File: src/sv/dotq_pkg.sv
`timescale 1ns / 1ps
// Shared types and constants of the deadline-ordered timer queue.
// No dependencies; every other file imports this package.
package dotq_pkg;

    localparam int TIME_W  = 48;
    localparam int IVAL_W  = 32;
    localparam int ID_W    = 8;
    localparam int STALE_W = 16;
    localparam logic [STALE_W-1:0] STALE_RESET = 16'd100;

    typedef enum logic [1:0] {
        OP_ADD    = 2'd0,
        OP_CANCEL = 2'd1,
        OP_TICK   = 2'd2,
        OP_NONE   = 2'd3
    } t_op;

    localparam logic [1:0] ST_OK       = 2'd0;
    localparam logic [1:0] ST_FULL     = 2'd1;
    localparam logic [1:0] ST_NOTFOUND = 2'd2;

    localparam logic KIND_FIRED = 1'b0;
    localparam logic KIND_CLOSE = 1'b1;

    typedef enum logic [2:0] {
        S_IDLE,
        S_PREP,
        S_INS,
        S_CANCEL,
        S_FIRE,
        S_RLOAD,
        S_RINS,
        S_CLOSE
    } t_state;

    typedef struct packed {
        logic capture;
        logic load_in;
        logic load_fq;
        logic insert;
        logic cancel;
        logic pop_fire;
        logic emit_close;
    } t_cmd;

    typedef struct packed {
        t_op  op;
        logic out_free;
        logic head_due;
        logic fq_empty;
    } t_sts;

endpackage

File: src/sv/dotq_ctrl.sv
`timescale 1ns / 1ps
// Controller state machine of the timer queue.
// Depends on dotq_pkg; drives commands into dotq_dp.
module dotq_ctrl (
    input  logic          i_clk,
    input  logic          i_rst_n,
    input  logic          i_in_valid,
    output logic          o_in_stall,
    input  dotq_pkg::t_sts i_sts,
    output dotq_pkg::t_cmd o_cmd
);
    import dotq_pkg::*;

    t_state r_state, n_state;

    always_ff @(posedge i_clk) begin
        if (!i_rst_n) begin
            r_state <= S_IDLE;
        end else begin
            r_state <= n_state;
        end
    end

    always_comb begin
        n_state = r_state;
        case (r_state)
            S_IDLE: begin
                if (i_in_valid) begin
                    n_state = S_CLOSE;
                end
            end
            S_PREP:   n_state = S_INS;
            S_INS:    n_state = S_CLOSE;
            S_CANCEL: n_state = S_CLOSE;
            S_FIRE: begin
                if (!i_sts.head_due) begin
                    n_state = i_sts.fq_empty ? S_CLOSE : S_RLOAD;
                end
            end
            S_RLOAD:  n_state = S_RINS;
            S_RINS:   n_state = i_sts.fq_empty ? S_CLOSE : S_RLOAD;
            S_CLOSE: begin
                if (i_sts.out_free) begin
                    n_state = S_IDLE;
                end
            end
            default:  n_state = S_IDLE;
        endcase
        if (r_state == S_IDLE && i_in_valid) begin
            case (i_sts.op)
                OP_ADD:    n_state = S_PREP;
                OP_CANCEL: n_state = S_CANCEL;
                OP_TICK:   n_state = S_FIRE;
                default:   n_state = S_CLOSE;
            endcase
        end
    end

    always_comb begin
        o_cmd      = '0;
        o_in_stall = 1'b1;
        case (r_state)
            S_IDLE: begin
                o_in_stall    = 1'b0;
                o_cmd.capture = i_in_valid;
            end
            S_PREP:   o_cmd.load_in = 1'b1;
            S_INS:    o_cmd.insert = 1'b1;
            S_CANCEL: o_cmd.cancel = 1'b1;
            S_FIRE:   o_cmd.pop_fire = i_sts.head_due && i_sts.out_free;
            S_RLOAD:  o_cmd.load_fq = 1'b1;
            S_RINS:   o_cmd.insert = 1'b1;
            S_CLOSE:  o_cmd.emit_close = i_sts.out_free;
            default:  o_cmd = '0;
        endcase
    end

endmodule

File: config.mk
export PLATFORM = sky130hd
export DESIGN_NAME = dotq_ctrl
export DESIGN_NICKNAME = d
export VERILOG_FILES = /design/src/sv/dotq_pkg.sv /design/src/sv/dotq_ctrl.sv
export SDC_FILE = /design/constraint.sdc
export NUM_CORES = 1
export LEC_CHECK = 0
export BUFFER_PORTS_ARGS = -buffer_cell sky130_fd_sc_hd__buf_4
export CAP_MARGIN = 5
export CORE_AREA = 4 4 41 43
export CTS_CLUSTER_SIZE = 20
export DETAILED_ROUTE_END_ITERATION = 8
export DIE_AREA = 0 0 45 47
export GPL_TIMING_DRIVEN = 0
export SYNTH_ARGS = -nofsm -noshare
export SYNTH_HDL_FRONTEND = slang
export SYNTH_SLANG_ARGS = --single-unit
export TNS_END_PERCENT = 1
File: constraint.sdc
create_clock -name i_clk -period 1.45 [get_ports i_clk]
set_input_delay 0.435 -clock i_clk [delete_from_list [all_inputs] [get_ports i_clk]]
set_output_delay 0.435 -clock i_clk [all_outputs]
set_load 0.01 [all_outputs]
==> flow_metrics.tcl <==
set metrics [dict create \
    cp_slowest_stage_delay_ns 0.30 \
    route.detailed.drc 0 \
    fillers 142 \
    p_clk_share_pct 22.6 \
    track_usage_pct 7.51 \
    critPathKind "flop to primary output" \
    ys_ff_latch 3 \
    die_h_um 47 \
    crit_required_ns 1.02 \
    reg2reg_from "r_state[1]" \
    grt_pass1_vias 297 \
    nNetsFinal 71 \
    antenna_found_initial 0 \
    viasPerCell 4.21 \
    end_kind "primary output" \
    cts-buffers-inserted 3 \
    grt_max_degree 11 \
    top_level_ports 16 \
    clk-insertion-delay-late_ns 0.23 \
    fmaxAchievable_mhz 637 \
    htree_levels 1 \
    final.setup.worst_slack_ns -0.119 \
    status "complete, but fails checks" \
    worst_hold_slack_ns 0.461 \
    clock_sinks 3 \
    dieArea_sq_um 2120 \
    final_max_slew_viol_count 0 \
    finalCriticalPeriod_ns 1.57 \
    die_w_um 45 \
    hold_class "input pin to flop" \
    rsz0062_at_grt "true" \
    seqPwrFrac_pct 20.3 \
    synth_top_area_share_pct 23.8 \
    synthesis.area_sq_um 253 \
    violations "negative setup slack" \
    synth_area_leaders "dfxtp_1 24%, a21oi_1 9.9%, o21ai_0 7.9%" \
    start_util_pct 19.4 \
    drive_above_1_share_pct 56.5 \
    fin_skew_ns 0.000995 \
    reg.largest.list "r_state x3" \
    regMostFlops "r_state" \
    synth_cell_types 19 \
    area_growth_syn_to_layout_pct 97.5 \
    arrival_ns 1.13 \
    p_sw_share_pct 34.6 \
    placed_cells 68 \
    cpMaxStageDelayCell "dfxtp_1" \
    power.density_nw_per_um2 1280 \
    relSlewSlack_pct 87.7 \
    synthArstFlopShare_pct 0 \
    synth_edf_count 0 \
    yosys_most_used_dff "dfxtp_1" \
    power_frac_comb_pct 57.1 \
    crit_fanout 7 \
    startpoint "r_state[1]" \
    p_int_uw 418 \
    ir_drop_v 0.000360 \
    maxCapViolCount 0 \
    rrSetupSlack_ns 0.37 \
    clock_path_buffers 2 \
    largest_reg_flops 3 \
    routed_wl_um 691 \
    drtIter0Drc 1 \
    critical_path.most_common_cell "buf_6" \
    syn_nets 46 \
    finalSetupTns_ns -0.339 \
    grt_pass1_wl_um 1120 \
    avgSynthCellArea_sq_um 6.65 \
    dp_hpwl_um 508 \
    seq_area_frac_synth_pct 23.8 \
    core_region_area_sq_um 1300 \
    hold_violations 0 \
    vias 324 \
    clockRootBuffer "clkbuf_4" \
    port_buffers 15 \
    setup_viol 6 \
    num_antenna_cells 0 \
    post_drt_wl_per_cell_um 8.97 \
    cts_hold_buf 0 \
    clk_pin_slew_ns 0.04 \
    power_uw 639 \
    p_sw_uw 221 \
    holdCritStartpoint "i_rst_n" \
    synth_common_cells "5 x a21oi_1, 5 x nor2_1, 4 x o21ai_0" \
    yosysTopAreaCell "dfxtp_1" \
    grt-ovfl-total 0 \
    cp-start-kind "flop" \
    antenna_left 0 \
    dp_slack_ns -0.00758 \
    rows 13 \
    leakage_uw 0.000238 \
    dr.pass1.iters 4 \
    crit_chain "buf_6 -> nor3_4 -> and2_4 -> buf_6" \
    gp_congestion 0.737 \
    finalCritPeriodShare_pct 108 \
    tightest_slew_ns 0.182 \
    cts_tree "yes" \
    synth_cells 38 \
    yosysWarnings 0 \
    final_cells 77 \
]
## logic make-up (layout without fill, tap and decap cells)
logic type / after synthesis / after routing / synth area share, %
AOI/OAI and AO/OA: 12 / 12 / 27.2
buffers and inverters: 5 / 29 / 9.40
DFF: 3 / 3 / 23.8
and+or+nand+nor: 18 / 18 / 39.6
## repair_timing
item	CTS	global route
pin swaps	2	3
resized for setup	14	1
gates cloned	0	0
setup endpoints to repair	6	8
setup buffers	3	2
## cell usage in the layout (no fill, tap or decap), drive strengths merged
master and n:
nor2b 3, nand2 3, dfxtp 3, and2 2, inv 3, a31oi 1
nor3b 1, a21oi 5, and3 2, nor3 1, o21ai 5, nand3 1
nor2 5, clkbuf 4, o21a 1, buf 22
## stage by stage
step                area [sq um]  utilization (%)
floorplan                    253                -
global placement             384             29.5
detailed placement           384             29.5
CTS                          480             36.9
global route                 499             38.4
finish                       499             38.4
## area by class of cell
cell class / count / area (sq um) / share of cell area, %
inverter: 3 / 11.3 / 2.26
tap: 15 / 18.8 / 3.76
sequential: 3 / 65.1 / 13.0
clock buffer: 4 / 26.3 / 5.26
buffer: 2 / 22.5 / 4.51
timing repair buffer: 20 / 165 / 33.1
multi-input combinational: 30 / 190 / 38.1
## power groups by stage
stage               logic (uW)  clock network, uW  registers, uW
finish                     365                144            130
global route               397                166            135
CTS                        343                152            129
detailed placement         258                  0            121
global placement           258                  0            121
floorplan                  166                  0            117
## critical path, delay by kind of cell (launching register included)
kind | cells | cell delay (ns)
and+or+nand+nor | 2 | 0.39
DFF | 1 | 0.30
buffers and inverters | 2 | 0.22
## metal layers
| metal | part of all wire, % | routed length, um | track usage, % |
|---|---|---|---|
| met3 | 7.5 | 52 | 2.68 |
| met4 | 0 | 0 | 7.02 |
| met1 | 47 | 323 | 8.88 |
| met2 | 46 | 316 | 10.5 |
| met5 | 0 | 0 | 0 |
## path summary, 6_finish.rpt
check | end | cells after the start
max | o_cmd[6] | 4
min | r_state[0] | 3
max reg2reg | r_state[2] | 5
min reg2reg | r_state[0] | 4
No activity file was read; power rests on OpenSTA's default activity.
